## src/tnwc_pkg.sv

```systemverilog
// ----------------------------------------------------------------------------
// tnwc_pkg
// shared types and constants of the newreno congestion window engine
// ----------------------------------------------------------------------------
package tnwc_pkg;

    // event kinds
    localparam logic [1:0] MODE_NEW_ACK = 2'd0;
    localparam logic [1:0] MODE_DUP_ACK = 2'd1;
    localparam logic [1:0] MODE_TIMEOUT = 2'd2;
    localparam logic [1:0] MODE_REINIT  = 2'd3;

    // configuration register indexes
    localparam logic [1:0] CFG_SEGMENT_SIZE     = 2'd0;
    localparam logic [1:0] CFG_INITIAL_WINDOW   = 2'd1;
    localparam logic [1:0] CFG_INITIAL_SEQUENCE = 2'd2;

    // configuration reset values
    localparam logic [15:0] MSS_RESET  = 16'd1460;
    localparam logic [31:0] IW_RESET   = 32'd4380;
    localparam logic [31:0] ISEQ_RESET = 32'd0;

    localparam logic [31:0] ALL_ONES = 32'hFFFF_FFFF;

    // duplicate count that triggers fast retransmit
    localparam logic [7:0] DUP_THRESH = 8'd3;

    // width of acked * mss, one quotient bit per divider step
    localparam int unsigned DIV_STEPS = 48;

    typedef struct packed {
        logic [1:0]  mode;
        logic [31:0] acked_bytes;
        logic [7:0]  dup_count;
        logic [31:0] oldest_unacked;
        logic [31:0] next_to_send;
        logic [31:0] highest_sent;
    } t_in_word;

    typedef struct packed {
        logic [31:0] window;
        logic [31:0] threshold;
        logic        in_recovery;
        logic        retransmit_request;
        logic        send_request;
        logic        clear_dup_count;
    } t_out_word;

endpackage

```

## src/tcp_newreno_window_control_unit.sv

```systemverilog
// ----------------------------------------------------------------------------
// tcp_newreno_window_control_unit
// newreno congestion window engine for one connection, one event at a time
// ----------------------------------------------------------------------------
// Takes one event word (new ack, duplicate ack, timeout, reinit) and returns
// one result word with the window, the threshold, the recovery flag and the
// retransmit / send / clear-duplicate requests. Events are handled one at a
// time and the input is not ready while an event is in work. A new ack in
// congestion avoidance goes through a 32x16 multiply and a restoring
// divider that produces one quotient bit a cycle, and goes from acceptance
// to the result register through a setup step, 48 divider steps, a
// saturating add and the output load. Every other event goes through an
// execute step and the output load.
// Configuration writes are always accepted. The segment size acts at once,
// the initial window and sequence only at reset or on a reinit event.
// ----------------------------------------------------------------------------
module tcp_newreno_window_control_unit (
    input  logic                 i_clk,
    input  logic                 i_rst_n,
    // event words
    input  logic                 i_in_valid,
    output logic                 o_in_ready,
    input  tnwc_pkg::t_in_word   i_in_data,
    // result words
    output logic                 o_out_valid,
    input  logic                 i_out_ready,
    output tnwc_pkg::t_out_word  o_out_data,
    // configuration writes
    input  logic                 i_cfg_valid,
    output logic                 o_cfg_ready,
    input  logic [1:0]           i_cfg_index,
    input  logic [31:0]          i_cfg_data
);

    // sequencer states
    localparam logic [2:0] ST_IDLE = 3'd0;
    localparam logic [2:0] ST_EXEC = 3'd1;
    localparam logic [2:0] ST_DIV  = 3'd2;
    localparam logic [2:0] ST_ADD  = 3'd3;
    localparam logic [2:0] ST_DONE = 3'd4;

    localparam logic [5:0] LAST_STEP = 6'(tnwc_pkg::DIV_STEPS - 1);

    // control and connection state
    logic [2:0]  r_state, n_state;
    logic [31:0] r_cwnd, n_cwnd;
    logic [31:0] r_ssth, n_ssth;
    logic [31:0] r_rpt, n_rpt;
    logic        r_rec, n_rec;
    logic        r_retx, n_retx;
    logic        r_send, n_send;
    logic        r_clr, n_clr;
    logic [5:0]  r_cnt, n_cnt;
    logic        r_out_valid, n_out_valid;

    // configuration registers
    logic [15:0] r_mss;
    logic [31:0] r_iw;
    logic [31:0] r_iseq;

    // payload registers
    tnwc_pkg::t_in_word  r_in, n_in;
    tnwc_pkg::t_out_word r_out, n_out;
    logic [47:0] r_quo, n_quo;   // dividend shifts out, quotient shifts in
    logic [31:0] r_rem, n_rem;
    logic [31:0] r_div, n_div;

    // datapath helpers
    logic [31:0] flight;
    logic [31:0] half;
    logic [31:0] floor2;
    logic [31:0] thresh;
    logic [31:0] una_diff;
    logic        beyond;
    logic [31:0] cw_eff;
    logic [17:0] mss3;
    logic [32:0] sum_ack;
    logic [32:0] sum_fr;
    logic [32:0] sum_dup;
    logic [33:0] trial;
    logic [31:0] inc;
    logic [32:0] sum_inc;
    logic        in_acc;

    assign in_acc      = i_in_valid && o_in_ready;
    assign o_in_ready  = (r_state == ST_IDLE);
    assign o_cfg_ready = 1'b1;
    assign o_out_valid = r_out_valid;
    assign o_out_data  = r_out;

    // threshold from the data in flight, never below two segments
    assign flight = r_in.next_to_send - r_in.oldest_unacked;
    assign half   = {1'b0, flight[31:1]};
    assign floor2 = {15'd0, r_mss, 1'b0};
    assign thresh = (half > floor2) ? half : floor2;

    // oldest unacked lies past the recovery point (serial number compare)
    assign una_diff = r_in.oldest_unacked - r_rpt;
    assign beyond   = (una_diff != 32'd0) && !una_diff[31];

    // a new ack first leaves fast recovery and deflates to the threshold
    assign cw_eff = r_rec ? r_ssth : r_cwnd;

    assign mss3    = {1'b0, r_mss, 1'b0} + {2'b00, r_mss};
    assign sum_ack = {1'b0, cw_eff} + {1'b0, r_in.acked_bytes};
    assign sum_fr  = {1'b0, thresh} + {15'd0, mss3};
    assign sum_dup = {1'b0, r_cwnd} + {17'd0, r_mss};

    // one restoring divider step
    assign trial = {1'b0, r_rem, r_quo[47]} - {2'b00, r_div};

    // avoidance growth is at least one byte
    assign inc     = (r_quo[31:0] == 32'd0) ? 32'd1 : r_quo[31:0];
    assign sum_inc = {1'b0, r_cwnd} + {1'b0, inc};

    always_comb begin
        n_state     = r_state;
        n_cwnd      = r_cwnd;
        n_ssth      = r_ssth;
        n_rpt       = r_rpt;
        n_rec       = r_rec;
        n_retx      = r_retx;
        n_send      = r_send;
        n_clr       = r_clr;
        n_cnt       = r_cnt;
        n_out_valid = r_out_valid;
        n_in        = r_in;
        n_out       = r_out;
        n_quo       = r_quo;
        n_rem       = r_rem;
        n_div       = r_div;

        // result word taken downstream
        if (r_out_valid && i_out_ready) begin
            n_out_valid = 1'b0;
        end

        unique case (r_state)
            ST_IDLE: begin
                if (in_acc) begin
                    n_in    = i_in_data;
                    n_retx  = 1'b0;
                    n_send  = 1'b0;
                    n_clr   = 1'b0;
                    n_state = ST_EXEC;
                end
            end

            ST_EXEC: begin
                n_state = ST_DONE;
                unique case (r_in.mode)
                    tnwc_pkg::MODE_NEW_ACK: begin
                        n_rec  = 1'b0;
                        n_cwnd = cw_eff;
                        if (cw_eff < r_ssth) begin
                            // slow start
                            n_cwnd = sum_ack[32] ? tnwc_pkg::ALL_ONES : sum_ack[31:0];
                        end else begin
                            // congestion avoidance: acked * mss / window
                            n_quo   = {16'd0, r_in.acked_bytes} * {32'd0, r_mss};
                            n_rem   = 32'd0;
                            n_div   = (cw_eff == 32'd0) ? 32'd1 : cw_eff;
                            n_cnt   = 6'd0;
                            n_state = ST_DIV;
                        end
                    end
                    tnwc_pkg::MODE_DUP_ACK: begin
                        if (r_in.dup_count == tnwc_pkg::DUP_THRESH) begin
                            // fast retransmit, enter fast recovery
                            if (beyond) begin
                                n_rpt  = r_in.highest_sent;
                                n_ssth = thresh;
                                n_cwnd = sum_fr[32] ? tnwc_pkg::ALL_ONES : sum_fr[31:0];
                                n_rec  = 1'b1;
                                n_retx = 1'b1;
                            end
                        end else if ((r_in.dup_count > tnwc_pkg::DUP_THRESH) && r_rec) begin
                            // window inflation by one segment
                            n_cwnd = sum_dup[32] ? tnwc_pkg::ALL_ONES : sum_dup[31:0];
                            n_send = 1'b1;
                        end
                    end
                    tnwc_pkg::MODE_TIMEOUT: begin
                        n_ssth = thresh;
                        n_cwnd = {16'd0, r_mss};
                        n_rec  = 1'b0;
                        n_rpt  = r_in.oldest_unacked;
                        n_clr  = 1'b1;
                    end
                    tnwc_pkg::MODE_REINIT: begin
                        n_cwnd = r_iw;
                        n_ssth = tnwc_pkg::ALL_ONES;
                        n_rpt  = r_iseq;
                        n_rec  = 1'b0;
                        n_clr  = 1'b1;
                    end
                    default: begin
                    end
                endcase
            end

            ST_DIV: begin
                if (!trial[33]) begin
                    n_rem = trial[31:0];
                end else begin
                    n_rem = {r_rem[30:0], r_quo[47]};
                end
                n_quo = {r_quo[46:0], !trial[33]};
                n_cnt = r_cnt + 6'd1;
                if (r_cnt == LAST_STEP) begin
                    n_state = ST_ADD;
                end
            end

            ST_ADD: begin
                // quotient beyond 32 bits saturates the window anyway
                if ((r_quo[47:32] != 16'd0) || sum_inc[32]) begin
                    n_cwnd = tnwc_pkg::ALL_ONES;
                end else begin
                    n_cwnd = sum_inc[31:0];
                end
                n_state = ST_DONE;
            end

            ST_DONE: begin
                // wait for the result register to be free
                if (!r_out_valid || i_out_ready) begin
                    n_out_valid              = 1'b1;
                    n_out.window             = r_cwnd;
                    n_out.threshold          = r_ssth;
                    n_out.in_recovery        = r_rec;
                    n_out.retransmit_request = r_retx;
                    n_out.send_request       = r_send;
                    n_out.clear_dup_count    = r_clr;
                    n_state                  = ST_IDLE;
                end
            end

            default: begin
                n_state = ST_IDLE;
            end
        endcase
    end

    // control state and connection state
    always_ff @(posedge i_clk) begin
        if (!i_rst_n) begin
            r_state     <= ST_IDLE;
            // reset window follows the reset value of the initial window register
            r_cwnd      <= tnwc_pkg::IW_RESET;
            r_ssth      <= tnwc_pkg::ALL_ONES;
            r_rpt       <= tnwc_pkg::ISEQ_RESET;
            r_rec       <= 1'b0;
            r_retx      <= 1'b0;
            r_send      <= 1'b0;
            r_clr       <= 1'b0;
            r_cnt       <= 6'd0;
            r_out_valid <= 1'b0;
        end else begin
            r_state     <= n_state;
            r_cwnd      <= n_cwnd;
            r_ssth      <= n_ssth;
            r_rpt       <= n_rpt;
            r_rec       <= n_rec;
            r_retx      <= n_retx;
            r_send      <= n_send;
            r_clr       <= n_clr;
            r_cnt       <= n_cnt;
            r_out_valid <= n_out_valid;
        end
    end

    // configuration registers
    always_ff @(posedge i_clk) begin
        if (!i_rst_n) begin
            r_mss  <= tnwc_pkg::MSS_RESET;
            r_iw   <= tnwc_pkg::IW_RESET;
            r_iseq <= tnwc_pkg::ISEQ_RESET;
        end else if (i_cfg_valid && o_cfg_ready) begin
            unique case (i_cfg_index)
                tnwc_pkg::CFG_SEGMENT_SIZE:     r_mss  <= i_cfg_data[15:0];
                tnwc_pkg::CFG_INITIAL_WINDOW:   r_iw   <= i_cfg_data;
                tnwc_pkg::CFG_INITIAL_SEQUENCE: r_iseq <= i_cfg_data;
                default: begin
                end
            endcase
        end
    end

    // payload registers, no reset needed
    always_ff @(posedge i_clk) begin
        r_in  <= n_in;
        r_out <= n_out;
        r_quo <= n_quo;
        r_rem <= n_rem;
        r_div <= n_div;
    end

    // ------------------------------------------------------------------------
    // assertions
    // ------------------------------------------------------------------------

    // an accepted event word is not followed by another in the next cycle
    a_one_at_a_time: assert property (@(posedge i_clk) disable iff (!i_rst_n)
        in_acc |=> !o_in_ready)
        else $error("event word accepted while the previous one is in work");

    // the partial remainder always stays below the divisor
    a_rem_below_div: assert property (@(posedge i_clk) disable iff (!i_rst_n)
        (r_state == ST_DIV) |-> (r_rem < r_div))
        else $error("divider remainder not below divisor");

    // the divisor is never zero while dividing
    a_div_nonzero: assert property (@(posedge i_clk) disable iff (!i_rst_n)
        (r_state == ST_DIV) |-> (r_div != 32'd0))
        else $error("divider running with zero divisor");

    // a retransmit request always comes with fast recovery entered
    a_retx_in_rec: assert property (@(posedge i_clk) disable iff (!i_rst_n)
        (o_out_valid && o_out_data.retransmit_request) |-> o_out_data.in_recovery)
        else $error("retransmit request outside fast recovery");

    // at most one request kind per result word
    a_one_request: assert property (@(posedge i_clk) disable iff (!i_rst_n)
        o_out_valid |-> $onehot0({o_out_data.retransmit_request,
                                  o_out_data.send_request,
                                  o_out_data.clear_dup_count}))
        else $error("more than one request in a result word");

endmodule

```

## config.mk

```make
export PLATFORM = sky130hd
export DESIGN_NAME = tcp_newreno_window_control_unit
export DESIGN_NICKNAME = d
export VERILOG_FILES = /design/src/tnwc_pkg.sv /design/src/tcp_newreno_window_control_unit.sv
export SDC_FILE = /design/constraint.sdc
export NUM_CORES = 2
export LEC_CHECK = 0
export BUFFER_PORTS_ARGS = -buffer_cell sky130_fd_sc_hd__buf_2
export CORE_ASPECT_RATIO = 0.5
export CORE_UTILIZATION = 35
export CTS_BUF_LIST = sky130_fd_sc_hd__clkbuf_4
export CTS_CLUSTER_SIZE = 16
export DETAILED_ROUTE_END_ITERATION = 12
export SLEW_MARGIN = 20
export SYNTH_ARGS = -nofsm -noshare
export SYNTH_HDL_FRONTEND = slang
export SYNTH_SLANG_ARGS = --single-unit
```

## constraint.sdc

```tcl
create_clock -name i_clk -period 11.35 [get_ports i_clk]
set_clock_uncertainty 0.1 [all_clocks]
set_input_delay 0 -clock i_clk [delete_from_list [all_inputs] [get_ports i_clk]]
set_output_delay 0 -clock i_clk [all_outputs]
set_load 0.02 [all_outputs]
```

Word level (Yosys, flattened, before mapping). Index checks and enable logic that the tools add are counted.

Reductions and logical operators: 36. Multipliers: 1. Order comparisons: 3. Bitwise logic cells: 1. Add/sub/neg operators: 9. Equality and inequality tests: 26. Multiplexer cells: 50.

Operator list (count): two-way mux 32 bit (17); one-hot mux 32 bit (3 select lines) (2); one-hot mux 32 bit (2 select lines) (2); one-hot mux 32 bit (4 select lines) (1); two-way mux 48 bit (2); one-hot mux 48 bit (2 select lines) (1); adder 32 x 32 -> 33 bit (2); zero test 32 bit (2); subtractor 32 bit (2); multiplier 32 x 16 -> 48 bit (1); subtractor 33 x 32 -> 34 bit (1); adder 32 x 16 -> 33 bit (1); adder 31 x 18 -> 32 bit (1); < comparator 32 bit (1); nonzero test 32 bit (1); > comparator 31 x 17 -> 1 bit (1); two-way mux 31 bit (1); != test 2 bit (second input constant) (11); adder 17 x 16 -> 18 bit (1); AND reduction 3 bit (6); nonzero test 16 bit (1); two-way mux 3 bit (5); one-hot mux 3 bit (5 select lines) (1); two-way mux 6 bit (2); other kinds (27) (60).

Register bits after elaboration: 508. Output and inout port bits: 71. Word-level logic and storage cells: 154. Input bits: 177.

Logic depth before layout (Yosys ltp).
Word-level depth: 9. Gate-level depth with buffers: 40. Depth with buffers taken out: 39.

Worst setup path before layout. No wires, ideal clock.

Path kind: flip-flop to flip-flop. Start point: register r_rec. End point: register r_cnt[5]. Buffers on the path: 4. Arrival: 9774 ps. Required time: 11135 ps. Setup time: 115 ps. Setup slack: 1361 ps. Clock period less this slack: 9989 ps. Cell stages (with the launch flop): 18. Cells stage by stage: dfxtp_1 -> clkbuf_1 -> clkbuf_1 -> buf_1 -> mux2_2 -> ha_1 -> o21a_1 -> a211oi_1 -> o31a_1 -> o21ai_0 -> a211oi_1 -> clkbuf_1 -> nand2b_1 -> o21ai_0 -> and3_1 -> nand4_1 -> xor2_1 -> nor2_1.

Cells in the longest elaborated chain, start to end: 4.

Ends and longest elaborated chain: start: declaration (line tcp_newreno_window_control_unit.sv:49) `logic r_rec, n_rec;`; start signal: assignment (line tcp_newreno_window_control_unit.sv:264) `r_rec <= n_rec;`; two-way mux 32 bit (line tcp_newreno_window_control_unit.sv:102) `assign cw_eff = r_rec ? r_ssth : r_cwnd;`; net cw_eff[4] (line tcp_newreno_window_control_unit.sv:75) `logic [31:0] cw_eff;`; < comparator 32 bit (line tcp_newreno_window_control_unit.sv:155) `if (cw_eff < r_ssth) begin`; != test 2 bit (no source line); AND reduction 3 bit (no source line); end signal: assignment (line tcp_newreno_window_control_unit.sv:268) `r_cnt <= n_cnt;`; end: declaration (line tcp_newreno_window_control_unit.sv:53) `logic [5:0] r_cnt, n_cnt;`.

The timed path passes the listed nets, and every way through them passes these cells. A chain may end at the register's enable or synchronous reset.

Worst setup path in the final report.
Start point: register r_in[65] (netlist bit). End point: register r_cwnd[29].

Cells in the longest elaborated chain, start to end: 9. Elaborated cells between the ends (all ways): 15. Those cells by class: 3 x add/sub; 1 x order compare; 1 x eq/ne; 6 x mux; 4 x reduce/logical.

Ends and longest elaborated chain: start: declaration (line tcp_newreno_window_control_unit.sv:62) `tnwc_pkg::t_in_word r_in, n_in;`; start signal: assignment (line tcp_newreno_window_control_unit.sv:292) `r_in <= n_in;`; subtractor 32 bit (line tcp_newreno_window_control_unit.sv:92) `assign flight = r_in.next_to_send - r_in.oldest_unacked;`; > comparator 31 x 17 -> 1 bit (line tcp_newreno_window_control_unit.sv:95) `assign thresh = (half > floor2) ? half : floor2;`; two-way mux 31 bit (line tcp_newreno_window_control_unit.sv:95); adder 31 x 18 -> 32 bit (line tcp_newreno_window_control_unit.sv:106) `assign sum_fr = {1'b0, thresh} + {15'd0, mss3};`; two-way mux 32 bit (line tcp_newreno_window_control_unit.sv:173) `n_cwnd = sum_fr[32] ? tnwc_pkg::ALL_ONES : sum_fr[31:0];`; two-way mux 32 bit (line tcp_newreno_window_control_unit.sv:170) `if (beyond) begin`; two-way mux 32 bit (line tcp_newreno_window_control_unit.sv:168) `if (r_in.dup_count == tnwc_pkg::DUP_THRESH) begin`; one-hot mux 32 bit (4 select lines) (line tcp_newreno_window_control_unit.sv:151) `unique case (r_in.mode)`; one-hot mux 32 bit (2 select lines) (line tcp_newreno_window_control_unit.sv:138) `unique case (r_state)`; end signal: assignment (line tcp_newreno_window_control_unit.sv:250) `r_cwnd <= tnwc_pkg::IW_RESET;`; end signal: assignment (line tcp_newreno_window_control_unit.sv:261) `r_cwnd <= n_cwnd;`; end: declaration (line tcp_newreno_window_control_unit.sv:46) `logic [31:0] r_cwnd, n_cwnd;`.

Several ways; a longest one is shown, not always the timed one. The select of a mux whose other input is x is not followed.

==> summary.txt <==
======================================================================================================
Routability Congestion ..................................................................        0.984
Asr flop ratio synth ....................................................................           0%
Share of the cycle needed by the critical path after routing ............................        81.5%
Worst endpoint required time ............................................................     12220 ps
IO Port Bufs ............................................................................          246
RSZ-0062 raised after global routing ....................................................        false
Hold Path Class ......................................................................... primary input to flop
Via count of the first global-routing pass ..............................................        41460
Vert. Die Dim ...........................................................................       264 um
Reg-to-Reg Start ........................................................................     r_in[65]
Power density of the placed cells .......................................................  183 mW/mm^2
Die Span X ..............................................................................       527 um
Post-synthesis cell count ...............................................................         5231
Worst r2r path cells ....................................................................           36
DRC violation total after the first TritonRoute iteration ...............................         3933
Hold-critical path depth ................................................................            3
Most frequent CP cell ................................................................... sky130_fd_sc_hd__a21o_1
Routed length per instance ..............................................................      21.7 um
Maximum number of pins on one net before global-route repair ............................           95
Max Slew Vio Count ......................................................................            0
Status .................................................................................. complete, no violations
Cell row count ..........................................................................           95
Reg-to-Reg End ..........................................................................   r_cwnd[29]
Global-route total usage across every layer .............................................        24.2%
Max-slew headroom at the worst pin ......................................................        22.6%
Clk Latency, worst-skew pair ............................................................      1160 ps
Synthesized area per cell ...............................................................    9.20 um^2
1st-pass router iterations ..............................................................            6
Effective utilization at floorplan ......................................................        35.6%
Total number of yosys warnings ..........................................................            0
Final wirelength ........................................................................    169000 um
Sum Neg Setup Slack .....................................................................         0 ps
Remaining antenna violation count .......................................................            0
Post-Place Worst Slack ..................................................................      2280 ps
Ys flop type ............................................................................ sky130_fd_sc_hd__edfxtp_1
F_max ...................................................................................      108 MHz
Net count, final ........................................................................         6874
MaxCap Viol Count .......................................................................            0
Leakage power of the design .............................................................      24.9 nW
Number of endpoints with negative hold slack in the final report ........................            0
Flip-flop and latch count after synthesis ...............................................          508
Worst reg-to-reg setup slack ............................................................      2100 ps
Transition time at the pin with the least slew margin ...................................      1160 ps
Setup bufs post-CTS .....................................................................            0
Vias after detailed routing .............................................................        42323
Clock transition at the register clock pins on the worst setup and hold paths after CTS .        70 ps
Summed instance area of the synthesized netlist .........................................  0.0481 mm^2
Ratio of cells with drive above 1 in the final layout ...................................        11.7%
Syn nets ................................................................................         6208
Arrival @ worst endpoint ................................................................     10120 ps
Endpoint of the worst hold-timing path ..................................................      r_in[9]
Sequential share of the synthesized area ................................................        27.7%
Vias per std cell .......................................................................         5.42
Endpoints failing setup .................................................................            0
Crit-path max cell delay ................................................................       710 ps
H-Tree Level Count ......................................................................            4
Yosys cell types ........................................................................          108
Startpoint of the tightest hold check path .............................................. i_in_data[9]
Number of cells in the finished layout apart from fillers ...............................         7807
Antenna violations before repair ........................................................           14
Detailed-route DRC error count ..........................................................            0
# resized after CTS .....................................................................            0
IR Drop Worst-Case VDD ..................................................................     0.326 mV
Clock period minus final worst setup slack ..............................................      9250 ps
Area added between synthesis and finish .................................................        20.1%
Cell at the root of the clock tree ...................................................... sky130_fd_sc_hd__clkbuf_4
Master of the slowest instance on the critical path ..................................... sky130_fd_sc_hd__or4_1
Crit-path max FO ........................................................................           13
TritonCTS clock tree ....................................................................         done
Final setup margin ......................................................................      2100 ps
Power after layout ......................................................................      10.6 mW
Area inside the core boundary ...........................................................   0.135 mm^2
Placed instance count ...................................................................         7077
First-pass GRT wire length ..............................................................    256000 um
Startpoint Class ........................................................................         flop
GR Overflow Total .......................................................................            0
Critical Setup Path Class ............................................................... flop to flop
Placed wire-length estimate after detailed placement ....................................    124000 um
Clk sinks ...............................................................................          508
Element type at the critical path end ...................................................         flop
I/O pins ................................................................................          248
Number of flops mapped to enable cells by yosys .........................................          318
Clock tree buffer depth .................................................................            3
CTS Buf Count ...........................................................................          137
Area of the die .........................................................................   0.139 mm^2
======================================================================================================
==> critical path: cells and delay by family, from the launching register on <==
family / cells / cell delay (ps)
mux: 1 / 250
simple gates: 7 / 1890
xor+xnor: 1 / 250
buf+inv: 3 / 490
compound gates: 20 / 4300
flops: 1 / 430
fa+ha+maj: 4 / 1420
==> cells in the mapped netlist, types with 37 or more instances <==
cell	number	share of area, %
sky130_fd_sc_hd__a211oi_1	43	0.67
sky130_fd_sc_hd__a21o_1	96	1.5
sky130_fd_sc_hd__a21oi_1	384	4.0
sky130_fd_sc_hd__and2_1	139	1.8
sky130_fd_sc_hd__and3_1	44	0.57
sky130_fd_sc_hd__clkbuf_1	222	1.7
sky130_fd_sc_hd__dfxtp_1	190	7.9
sky130_fd_sc_hd__edfxtp_1	318	20
sky130_fd_sc_hd__fa_1	440	18
sky130_fd_sc_hd__ha_1	360	9.4
sky130_fd_sc_hd__inv_1	603	4.7
sky130_fd_sc_hd__mux2_2	62	1.4
sky130_fd_sc_hd__mux2i_1	105	2.2
sky130_fd_sc_hd__nand2_1	728	5.7
sky130_fd_sc_hd__nand2b_1	48	0.62
sky130_fd_sc_hd__nand3_1	73	0.76
sky130_fd_sc_hd__nand4_1	45	0.58
sky130_fd_sc_hd__nor2_1	309	2.4
sky130_fd_sc_hd__nor2b_1	38	0.49
sky130_fd_sc_hd__nor3_1	43	0.45
sky130_fd_sc_hd__o211ai_1	37	0.58
sky130_fd_sc_hd__o21a_1	42	0.65
sky130_fd_sc_hd__o21ai_0	166	1.7
sky130_fd_sc_hd__xnor2_1	123	2.2
sky130_fd_sc_hd__xor2_1	76	1.4
==> stage by stage <==
stage / utilization, % / hold slack, ps / area (um^2)
final: 42.7 / 117 / 57800
after CTS: 42.7 / 0.929 / 57800
after global placement: 37.8 / 75.9 / 51200
after detailed placement: 37.8 / 78.1 / 51200
after floorplan: - / -1.13 / 48100
after global routing: 42.7 / 30.1 / 57800
==> what timing repair did <==
action                                  in CTS  in global routing
endpoints found under the setup margin       0                  0
endpoints found under the hold margin      459                  0
hold buffers                               475                  0
==> final cells by class <==
class	instances	area, um^2
fill	13027	77600
multi-input combinational	3855	31600
sequential	508	13400
timing repair buffer	790	6510
inverter	605	2270
tap	1794	2240
clock buffer	206	1550
clock inverter	42	309
antenna	7	17.5
==> flip-flops by register name (all words and copies together), names as in the netlist, 3 cells and up <==
register and count:
o_out_data 68, r_cnt 6, r_cwnd 32, r_div 32, r_in 138, r_iseq 32, r_iw 32, r_mss 16
r_quo 48, r_rem 32, r_rpt 32, r_ssth 32, r_state 3
==> how the worst max path moves through the flow <==
stage | startpoint | endpoint | slack (ps)
6_report | r_in[65] | r_cwnd[29] | 2100
5_1_grt | r_in[65] | r_cwnd[29] | 1520
3_5_place_dp | r_in[65] | r_cwnd[29] | 2280
3_3_place_gp | r_in[65] | r_cwnd[29] | 2380
4_1_cts | r_in[65] | r_cwnd[29] | 2130
2_1_floorplan | r_rec | r_cnt[5] | 1360
==> metal layers <==
layer / global-route usage [%] / vias to the layer above / wire [um]
met5: 0 / - / 13
met4: 8.76 / 2 / 5460
met3: 4.98 / 379 / 15400
met2: 35.8 / 1886 / 72400
met1: 34.5 / 20770 / 75700
li1: - / 19286 / -
==> kinds of logic (layout without fill, tap and decap cells) <==
group / Yosys count / after routing / share of synthesized area, %
and+or+nand+nor: 1587 / 1587 / 15.2
adders and majority gates: 800 / 800 / 27.6
buffers and inverters: 868 / 1643 / 6.90
xor gates and xnor gates: 199 / 199 / 3.62
muxes: 170 / 170 / 3.73
DFF: 508 / 508 / 27.7
AOI/OAI and AO/OA: 1098 / 1098 / 15.2
other: 1 / 8 / 0.00779
==> power breakdown <==
part | switching [mW] | internal, mW
combinational | 3.59 | 2.76
sequential | 0.100 | 2.28
clock | 0.908 | 0.928
total | 4.60 | 5.97
==> layout by cell type, fill, tap and decap left out, types with 76 or more instances in the layout <==
master                            n
sky130_fd_sc_hd__nand2_1        728
sky130_fd_sc_hd__dlygate4sd3_1  474
sky130_fd_sc_hd__edfxtp_1       318
sky130_fd_sc_hd__ha_1           360
sky130_fd_sc_hd__buf_2          246
sky130_fd_sc_hd__clkbuf_4       206
sky130_fd_sc_hd__inv_1          603
sky130_fd_sc_hd__a21o_1          96
sky130_fd_sc_hd__o21ai_0        165
sky130_fd_sc_hd__fa_1           440
sky130_fd_sc_hd__mux2i_1        105
sky130_fd_sc_hd__a21oi_1        384
sky130_fd_sc_hd__dfxtp_1        187
sky130_fd_sc_hd__xor2_1          76
sky130_fd_sc_hd__xnor2_1        123
sky130_fd_sc_hd__and2_1         138
sky130_fd_sc_hd__nor2_1         305
Power figures use the tool's default switching activity.
